`src/rtl/core/cas_pkg.sv`:
```
// ----------------------------------------------------------------------------
// cas_pkg: shared types and constants of the argument splitter
// Byte codes, counter limits, the result record and the queue geometry.
// ----------------------------------------------------------------------------
package cas_pkg;

    localparam logic [7:0]  CH_BACKSLASH = 8'h5C;
    localparam logic [7:0]  CH_QUOTE     = 8'h22;
    localparam logic [7:0]  CH_SPACE     = 8'h20;
    localparam logic [7:0]  CH_TAB       = 8'h09;

    // saturation limits of the backslash run and the argument counter
    localparam logic [7:0]  RUN_MAX      = 8'd255;
    localparam logic [15:0] ARG_MAX      = 16'hFFFF;

    // result queue between front and back
    localparam int FIFO_DEPTH = 4;
    localparam int FIFO_AW    = $clog2(FIFO_DEPTH);
    localparam int FIFO_CW    = $clog2(FIFO_DEPTH + 1);

    typedef enum logic [1:0] {
        CLS_BACKSLASH,
        CLS_QUOTE,
        CLS_BLANK,
        CLS_OTHER
    } t_byte_class;

    typedef struct packed {
        logic [7:0]  backslash_run;
        logic        has_char;
        logic [7:0]  char_out;
        logic        ends_argument;
        logic [15:0] argument_number;
        logic        command_done;
    } t_result;

    // one result request moving between stages
    typedef struct packed {
        logic    valid;
        t_result data;
    } t_res_req;

    function automatic t_byte_class classify(input logic [7:0] b);
        t_byte_class c;
        if (b == CH_BACKSLASH) begin
            c = CLS_BACKSLASH;
        end else if (b == CH_QUOTE) begin
            c = CLS_QUOTE;
        end else if (b == CH_SPACE || b == CH_TAB) begin
            c = CLS_BLANK;
        end else begin
            c = CLS_OTHER;
        end
        return c;
    endfunction

endpackage

```
`src/rtl/core/cas_front.sv`:
```
// ----------------------------------------------------------------------------
// cas_front: byte classifier and tokenizer state
// Holds the quoting/backslash state and turns each accepted byte into
// zero or one result request.
// ----------------------------------------------------------------------------
module cas_front import cas_pkg::*; (
    input  logic       i_clk,
    input  logic       i_rst_n,
    input  logic       i_accept,
    input  logic [7:0] i_in_byte,
    input  logic       i_is_final,
    output t_res_req   o_req
);

    logic        r_in_arg, n_in_arg;
    logic        r_in_quotes, n_in_quotes;
    logic [7:0]  r_pend, n_pend;
    logic        r_watch, n_watch;
    logic [15:0] r_argc, n_argc;

    t_byte_class cls;
    logic        emit;
    logic        close_arg;
    t_result     res;

    assign cls = classify(i_in_byte);

    always_comb begin
        n_in_arg    = r_in_arg;
        n_in_quotes = r_in_quotes;
        n_pend      = r_pend;
        n_watch     = 1'b0;
        emit        = 1'b0;
        close_arg   = 1'b0;
        res.backslash_run   = 8'd0;
        res.has_char        = 1'b0;
        res.char_out        = 8'd0;
        res.ends_argument   = 1'b0;
        res.argument_number = r_argc;
        res.command_done    = i_is_final;

        if (r_watch && cls == CLS_QUOTE) begin
            // second quote of a doubled pair inside quotes
            emit         = 1'b1;
            res.has_char = 1'b1;
            res.char_out = CH_QUOTE;
        end else begin
            case (cls)
                CLS_BACKSLASH: begin
                    n_in_arg = 1'b1;
                    if (r_pend < RUN_MAX) begin
                        n_pend = r_pend + 8'd1;
                    end
                end
                CLS_QUOTE: begin
                    n_in_arg          = 1'b1;
                    n_watch           = r_in_quotes;
                    res.backslash_run = {1'b0, r_pend[7:1]};
                    if (r_pend[0]) begin
                        res.has_char = 1'b1;
                        res.char_out = CH_QUOTE;
                    end else begin
                        n_in_quotes = ~r_in_quotes;
                    end
                    emit   = (r_pend[7:1] != 7'd0) || r_pend[0];
                    n_pend = 8'd0;
                end
                CLS_BLANK: begin
                    if (r_in_arg) begin
                        res.backslash_run = r_pend;
                        n_pend            = 8'd0;
                        emit              = 1'b1;
                        if (r_in_quotes) begin
                            res.has_char = 1'b1;
                            res.char_out = i_in_byte;
                        end else begin
                            res.ends_argument = 1'b1;
                            n_in_arg          = 1'b0;
                            close_arg         = 1'b1;
                        end
                    end
                end
                default: begin
                    n_in_arg          = 1'b1;
                    res.backslash_run = r_pend;
                    n_pend            = 8'd0;
                    emit              = 1'b1;
                    res.has_char      = 1'b1;
                    res.char_out      = i_in_byte;
                end
            endcase
        end

        // counter advance; a final byte resets everything below anyway
        n_argc = r_argc;
        if (close_arg && r_argc < ARG_MAX) begin
            n_argc = r_argc + 16'd1;
        end

        if (i_is_final) begin
            emit = 1'b1;
            if (n_in_arg) begin
                // run and pending are never both nonzero here
                res.backslash_run = res.backslash_run + n_pend;
                res.ends_argument = 1'b1;
            end
            n_in_arg    = 1'b1;
            n_in_quotes = 1'b0;
            n_pend      = 8'd0;
            n_watch     = 1'b0;
            n_argc      = 16'd0;
        end
    end

    assign o_req.valid = i_accept && emit;
    assign o_req.data  = res;

    always_ff @(posedge i_clk) begin
        if (!i_rst_n) begin
            r_in_arg    <= 1'b1;
            r_in_quotes <= 1'b0;
            r_pend      <= 8'd0;
            r_watch     <= 1'b0;
            r_argc      <= 16'd0;
        end else if (i_accept) begin
            r_in_arg    <= n_in_arg;
            r_in_quotes <= n_in_quotes;
            r_pend      <= n_pend;
            r_watch     <= n_watch;
            r_argc      <= n_argc;
        end
    end

endmodule

```
`src/rtl/core/cas_fifo.sv`:
```
// ----------------------------------------------------------------------------
// cas_fifo: short result queue between front and back
// Decouples the tokenizer from the output stage; full stops byte intake.
// ----------------------------------------------------------------------------
module cas_fifo import cas_pkg::*; (
    input  logic     i_clk,
    input  logic     i_rst_n,
    input  t_res_req i_req,
    input  logic     i_pop,
    output t_res_req o_head,
    output logic     o_full
);

    t_result              r_mem [FIFO_DEPTH];
    logic [FIFO_AW-1:0]   r_wptr, n_wptr;
    logic [FIFO_AW-1:0]   r_rptr, n_rptr;
    logic [FIFO_CW-1:0]   r_cnt, n_cnt;
    logic                 do_pop;

    assign do_pop = i_pop && (r_cnt != '0);

    function automatic logic [FIFO_AW-1:0] ptr_inc(input logic [FIFO_AW-1:0] p);
        logic [FIFO_AW-1:0] q;
        if (p == FIFO_AW'(FIFO_DEPTH - 1)) begin
            q = '0;
        end else begin
            q = p + FIFO_AW'(1);
        end
        return q;
    endfunction

    always_comb begin
        n_wptr = i_req.valid ? ptr_inc(r_wptr) : r_wptr;
        n_rptr = do_pop ? ptr_inc(r_rptr) : r_rptr;
        n_cnt  = r_cnt;
        if (i_req.valid && !do_pop) begin
            n_cnt = r_cnt + FIFO_CW'(1);
        end else if (!i_req.valid && do_pop) begin
            n_cnt = r_cnt - FIFO_CW'(1);
        end
    end

    assign o_full       = (r_cnt == FIFO_CW'(FIFO_DEPTH));
    assign o_head.valid = (r_cnt != '0);
    assign o_head.data  = r_mem[r_rptr];

    always_ff @(posedge i_clk) begin
        if (i_req.valid) begin
            r_mem[r_wptr] <= i_req.data;
        end
    end

    always_ff @(posedge i_clk) begin
        if (!i_rst_n) begin
            r_wptr <= '0;
            r_rptr <= '0;
            r_cnt  <= '0;
        end else begin
            r_wptr <= n_wptr;
            r_rptr <= n_rptr;
            r_cnt  <= n_cnt;
        end
    end

endmodule

```
`src/rtl/core/cas_back.sv`:
```
// ----------------------------------------------------------------------------
// cas_back: result output register
// Presents the oldest result and refills from the queue as it is popped.
// ----------------------------------------------------------------------------
module cas_back import cas_pkg::*; (
    input  logic     i_clk,
    input  logic     i_rst_n,
    input  t_res_req i_head,
    output logic     o_take,
    input  logic     i_pop,
    output logic     o_empty,
    output t_result  o_res
);

    logic    r_valid, n_valid;
    t_result r_res;

    assign o_take = i_head.valid && (!r_valid || i_pop);

    always_comb begin
        n_valid = r_valid;
        if (o_take) begin
            n_valid = 1'b1;
        end else if (i_pop) begin
            n_valid = 1'b0;
        end
    end

    assign o_empty = ~r_valid;
    assign o_res   = r_res;

    always_ff @(posedge i_clk) begin
        if (o_take) begin
            r_res <= i_head.data;
        end
    end

    always_ff @(posedge i_clk) begin
        if (!i_rst_n) begin
            r_valid <= 1'b0;
        end else begin
            r_valid <= n_valid;
        end
    end

endmodule

```
`src/rtl/core/command_line_argument_splitter.sv`:
```
// ----------------------------------------------------------------------------
// command_line_argument_splitter: command-line argument tokenizer
// Splits a byte stream into arguments under backslash and quote rules.
// ----------------------------------------------------------------------------
//
// channel   dir  handshake             payload
// -------   ---  --------------------  ------------------------------------
// input     in   push / full           in_byte, is_final
// result    out  empty / pop           backslash_run, has_char, char_out,
//                                      ends_argument, argument_number,
//                                      command_done
//
// One byte is taken per clock while full is low. A byte that makes a result
// is written into the result queue, then taken into the output register,
// which drives the result ports. Bytes that make no result (a backslash, a
// bare quote toggle, blanks between arguments) leave nothing behind.
// full rises only when the four-entry result queue is full, i.e. when the
// consumer has stalled; the output register keeps one more result.
// Synchronous active-low reset clears tokenizer state, queue and output.
//
module command_line_argument_splitter import cas_pkg::*; (
    input  logic        i_clk,
    input  logic        i_rst_n,
    // input channel
    input  logic        push,
    output logic        full,
    input  logic [7:0]  i_in_byte,
    input  logic        i_is_final,
    // result channel
    output logic        empty,
    input  logic        pop,
    output logic [7:0]  o_backslash_run,
    output logic        o_has_char,
    output logic [7:0]  o_char_out,
    output logic        o_ends_argument,
    output logic [15:0] o_argument_number,
    output logic        o_command_done
);

    t_res_req front_req;    // result request from the tokenizer
    t_res_req fifo_head;    // oldest queued result
    logic     back_take;    // output register pulls the queue head
    logic     in_accept;
    t_result  res;

    // a pushed byte is taken whenever the queue has room
    assign in_accept = push && !full;

    // front: classification and quote/backslash state
    cas_front u_front (
        .i_clk      (i_clk),
        .i_rst_n    (i_rst_n),
        .i_accept   (in_accept),
        .i_in_byte  (i_in_byte),
        .i_is_final (i_is_final),
        .o_req      (front_req)
    );

    // queue between front and back; each side stalls on its own
    cas_fifo u_fifo (
        .i_clk   (i_clk),
        .i_rst_n (i_rst_n),
        .i_req   (front_req),
        .i_pop   (back_take),
        .o_head  (fifo_head),
        .o_full  (full)
    );

    // back: output register facing the consumer
    cas_back u_back (
        .i_clk   (i_clk),
        .i_rst_n (i_rst_n),
        .i_head  (fifo_head),
        .o_take  (back_take),
        .i_pop   (pop),
        .o_empty (empty),
        .o_res   (res)
    );

    assign o_backslash_run   = res.backslash_run;
    assign o_has_char        = res.has_char;
    assign o_char_out        = res.char_out;
    assign o_ends_argument   = res.ends_argument;
    assign o_argument_number = res.argument_number;
    assign o_command_done    = res.command_done;

endmodule

```
`config.mk`:
```
export PLATFORM = sky130hd
export DESIGN_NAME = command_line_argument_splitter
export DESIGN_NICKNAME = d
export VERILOG_FILES = /design/src/rtl/core/cas_pkg.sv /design/src/rtl/core/cas_front.sv /design/src/rtl/core/cas_fifo.sv /design/src/rtl/core/cas_back.sv /design/src/rtl/core/command_line_argument_splitter.sv
export SDC_FILE = /design/constraint.sdc
export NUM_CORES = 1
export LEC_CHECK = 0
export ABC_AREA = 1
export BUFFER_PORTS_ARGS = -buffer_cell sky130_fd_sc_hd__buf_4
export CORE_ASPECT_RATIO = 0.75
export CORE_MARGIN = 8
export CORE_UTILIZATION = 45
export CTS_CLUSTER_SIZE = 25
export DETAILED_ROUTE_END_ITERATION = 10
export PLACE_DENSITY = 0.6
export SLEW_MARGIN = 40
export SYNTH_ARGS = -nofsm -noshare
export SYNTH_HDL_FRONTEND = slang
export SYNTH_SLANG_ARGS = --single-unit
```
`constraint.sdc`:
```
create_clock -name i_clk -period 4.7 [get_ports i_clk]
set_clock_uncertainty 0.05 [all_clocks]
set_input_delay 0.705 -clock i_clk [delete_from_list [all_inputs] [get_ports i_clk]]
set_output_delay 0.705 -clock i_clk [all_outputs]
set_load 0.05 [all_outputs]
```
==> results.toml <==
[sta]
hold_violations = 0
relSlewSlack_pct = 49.5
fmax_mhz = 294
rsz0062_at_grt = "false"
setup_viol = 0
slew_violations = 0
finalCritPeriodShare_pct = 72.3
period_minus_slack_ns = 3.40
fin_setup_tns_ns = 0
worstMarginPinSlew_ns = 0.757

[clocking]
clock_path_buffers = 3
post-cts-setup-buffers = 0
postCtsResizedCells = 0
clkSinkCount = 210
cts_root_buf = "clkbuf_16"
hold_buffers = 0
clk_pin_slew_ns = 0.06
clkLatencyLatePin_ns = 0.50
cts_tree = "built"
cts-htree-levels = 1
cts_buffers = 22

[cells_and_area]
syn2layout_area_growth_pct = 14.3
fin_cells = 1222
final_cell_mix = "175 x edfxtp_1, 132 x nand2_1, 130 x nor2_1, 82 x o21ai_0, 61 x buf_4"
diodes = 0
final_common_cell = "edfxtp_1"
drive_gt1_share_pct = 18.7
fin_area_um2 = 10700
nets = 954

[logic_synthesis]
ys_types = 43
synth_compound_area_share_pct = 10.7
synth_mux_area_share_pct = 0
synth_fa_ha_area_share_pct = 2.42
synth_area_per_cell_um2 = 10.7
syn_nets = 906
synth_top_family_by_area = "simple AND/OR/NAND/NOR gates"
synthSimpleGateAreaFrac_pct = 17.3
postSynth.asyncResetShare_pct = 0
synth-seq-area-share_pct = 63.4
syn_inst = 876
syn_area_um2 = 9390
ys_ff_latch = 210
yosys.area_share.xor_xnor_pct = 1.49
synth_flop_cell = "edfxtp_1"
yosysWarnings = 0
synth_edf_count = 175

[critical_path]
crit_path_end_kind = "register"
cp_max_fo = 9
cp.arrival_ns = 3.59
crit_buf_inv = 0
path_class = "reg -> reg"
start_kind = "register"
slowest_stage = "dfxtp_1"
worst_path_most_repeated_cell = "nand3_1"
path_delay_family = "simple AND/OR/NAND/NOR gates"
critPathRequiredTime_ns = 4.89
crit_chain = "ha_1, nand2_1, nor2_1, nand3_1, nand3_1, nand3_1, and2_1, ha_1, fa_1, nand3_1, nand3_1, nand2_1, nand2_1, a21oi_1, nor2_1, o21ai_0, nand2_1"
critPathMaxStageDelay_ns = 0.58

[grt]
antenna_found_initial = 0
grt_pass1_wl_um = 33300
track_usage_pct = 16.2
gr-total-overflow = 0
grt_max_degree = 73
grt_pass1_vias = 5808

[power]
leakage_uw = 0.00389
ir_drop_v = 0.000427
power_density_nw_per_um2 = 563

[placed_design]
gp_congestion = 0.903
placed_cells = 1182
dp_hpwl_um = 13500
io_buffers = 49
place_area_um2 = 10100

[run]
drv_cap = 0

[drt]
vias_per_cell = 5.23
num_vias = 6389
drtIter0Drc = 479
routedWlPerCell_um = 17.3
remaining_drc_errors = 0
wirelength_um = 21200
firstDrtPassIters = 5
antenna_left = 0

[floorplan]
num_rows = 45
die_area_um2 = 25800
io_pins = 50
initial_core_util_pct = 46.1
core_um2 = 20400
die_x_um = 183
die_y_um = 141

[min_path]
min_path_type = "in -> reg"

[run_status]
status = "finished, final reports clean"
[per-layer routing]
metal  wire (um)  GRT usage (%)  part of all wire, %
met5           0              0                    0
met4         373           3.80                  1.8
met3         996           2.88                  4.7
met2        9180           24.3                   43
met1       10600           24.1                   50
[cells by family (layout without fill, tap and decap cells)]
| kind of cell | Yosys count | count (layout) |
|---|---|---|
| AND/OR/NAND/NOR | 362 | 362 |
| flip-flops | 210 | 210 |
| AO/OA/AOI/OAI | 173 | 173 |
| buffers and inverters | 98 | 162 |
| adder cells (fa/ha/maj) | 17 | 17 |
| XOR/XNOR | 16 | 16 |
[synth_stat cells, drive strengths merged (2+ instances only)]
library cell  count  area (um2)
ha               15         188
nor2            142         587
clkinv            2        7.51
o211ai            2        25.0
clkbuf           27         101
xnor2             2        17.5
a31oi             3        18.8
fa                2        40.0
or2               2        12.5
nand2           158         692
a21oi            43         275
buf              10        93.8
nand4             8        50.1
nand3            44         235
dfxtp            35         701
nor3              5        30.0
and2              2        12.5
inv              59         234
o22ai            37         231
edfxtp          175        5260
xor2             14         123
o21ai            85         429
[state kept, by name, summed over array words and instances (netlist names)]
signal / cells
u_back.r_valid: 1
u_front.r_argc: 16
u_front.r_watch: 1
u_front.r_in_quotes: 1
u_fifo.r_rptr: 2
u_back.o_res: 35
u_fifo.r_cnt: 3
u_front.r_in_arg: 1
u_fifo.r_mem: 140
u_front.r_pend: 8
u_fifo.r_wptr: 2
[power breakdown]
group	switching, uW	total, uW	internal [uW]
clock network	696	1620	921
logic	1390	1860	469
registers	128	2570	2450
total	2210	6050	3840
[through the flow]
| stage | setup slack, ns | hold WS (ns) | utilization [%] | power [uW] |
|---|---|---|---|---|
| final | 1.30 | 0.365 | 52.7 | 6050 |
| after global routing | 1.08 | 0.348 | 52.7 | 6330 |
| after CTS | 1.36 | 0.352 | 52.7 | 6110 |
| after detailed placement | 1.11 | 0.462 | 49.3 | 4500 |
| after global placement | 1.21 | 0.458 | 49.3 | 4480 |
| after floorplan | 0.573 | 0.409 | - | 3880 |
[final timing paths]
kind                                   from                              to  slack (ns)  depth (start not counted)
max          u_front.r_pend[0]$_SDFFE_PN0P_   u_fifo.r_mem[3][33]$_DFFE_PP_        1.30                         17
min                            i_in_byte[7]   u_fifo.r_mem[0][25]$_DFFE_PP_        0.36                          1
max reg2reg  u_front.r_pend[0]$_SDFFE_PN0P_   u_fifo.r_mem[3][33]$_DFFE_PP_        1.30                         17
min reg2reg  u_front.r_pend[6]$_SDFFE_PN0P_  u_front.r_pend[6]$_SDFFE_PN0P_        0.48                          2
[final cells by class]
type	count	area, um2
inverters	61	241
flip-flops and latches	210	5960
repair buffers	61	458
well taps	282	353
clock inverters	14	111
clock buffers	26	566
multi-input cells	568	3050
fillers	1847	9650
Power figures use the tool's default switching activity.
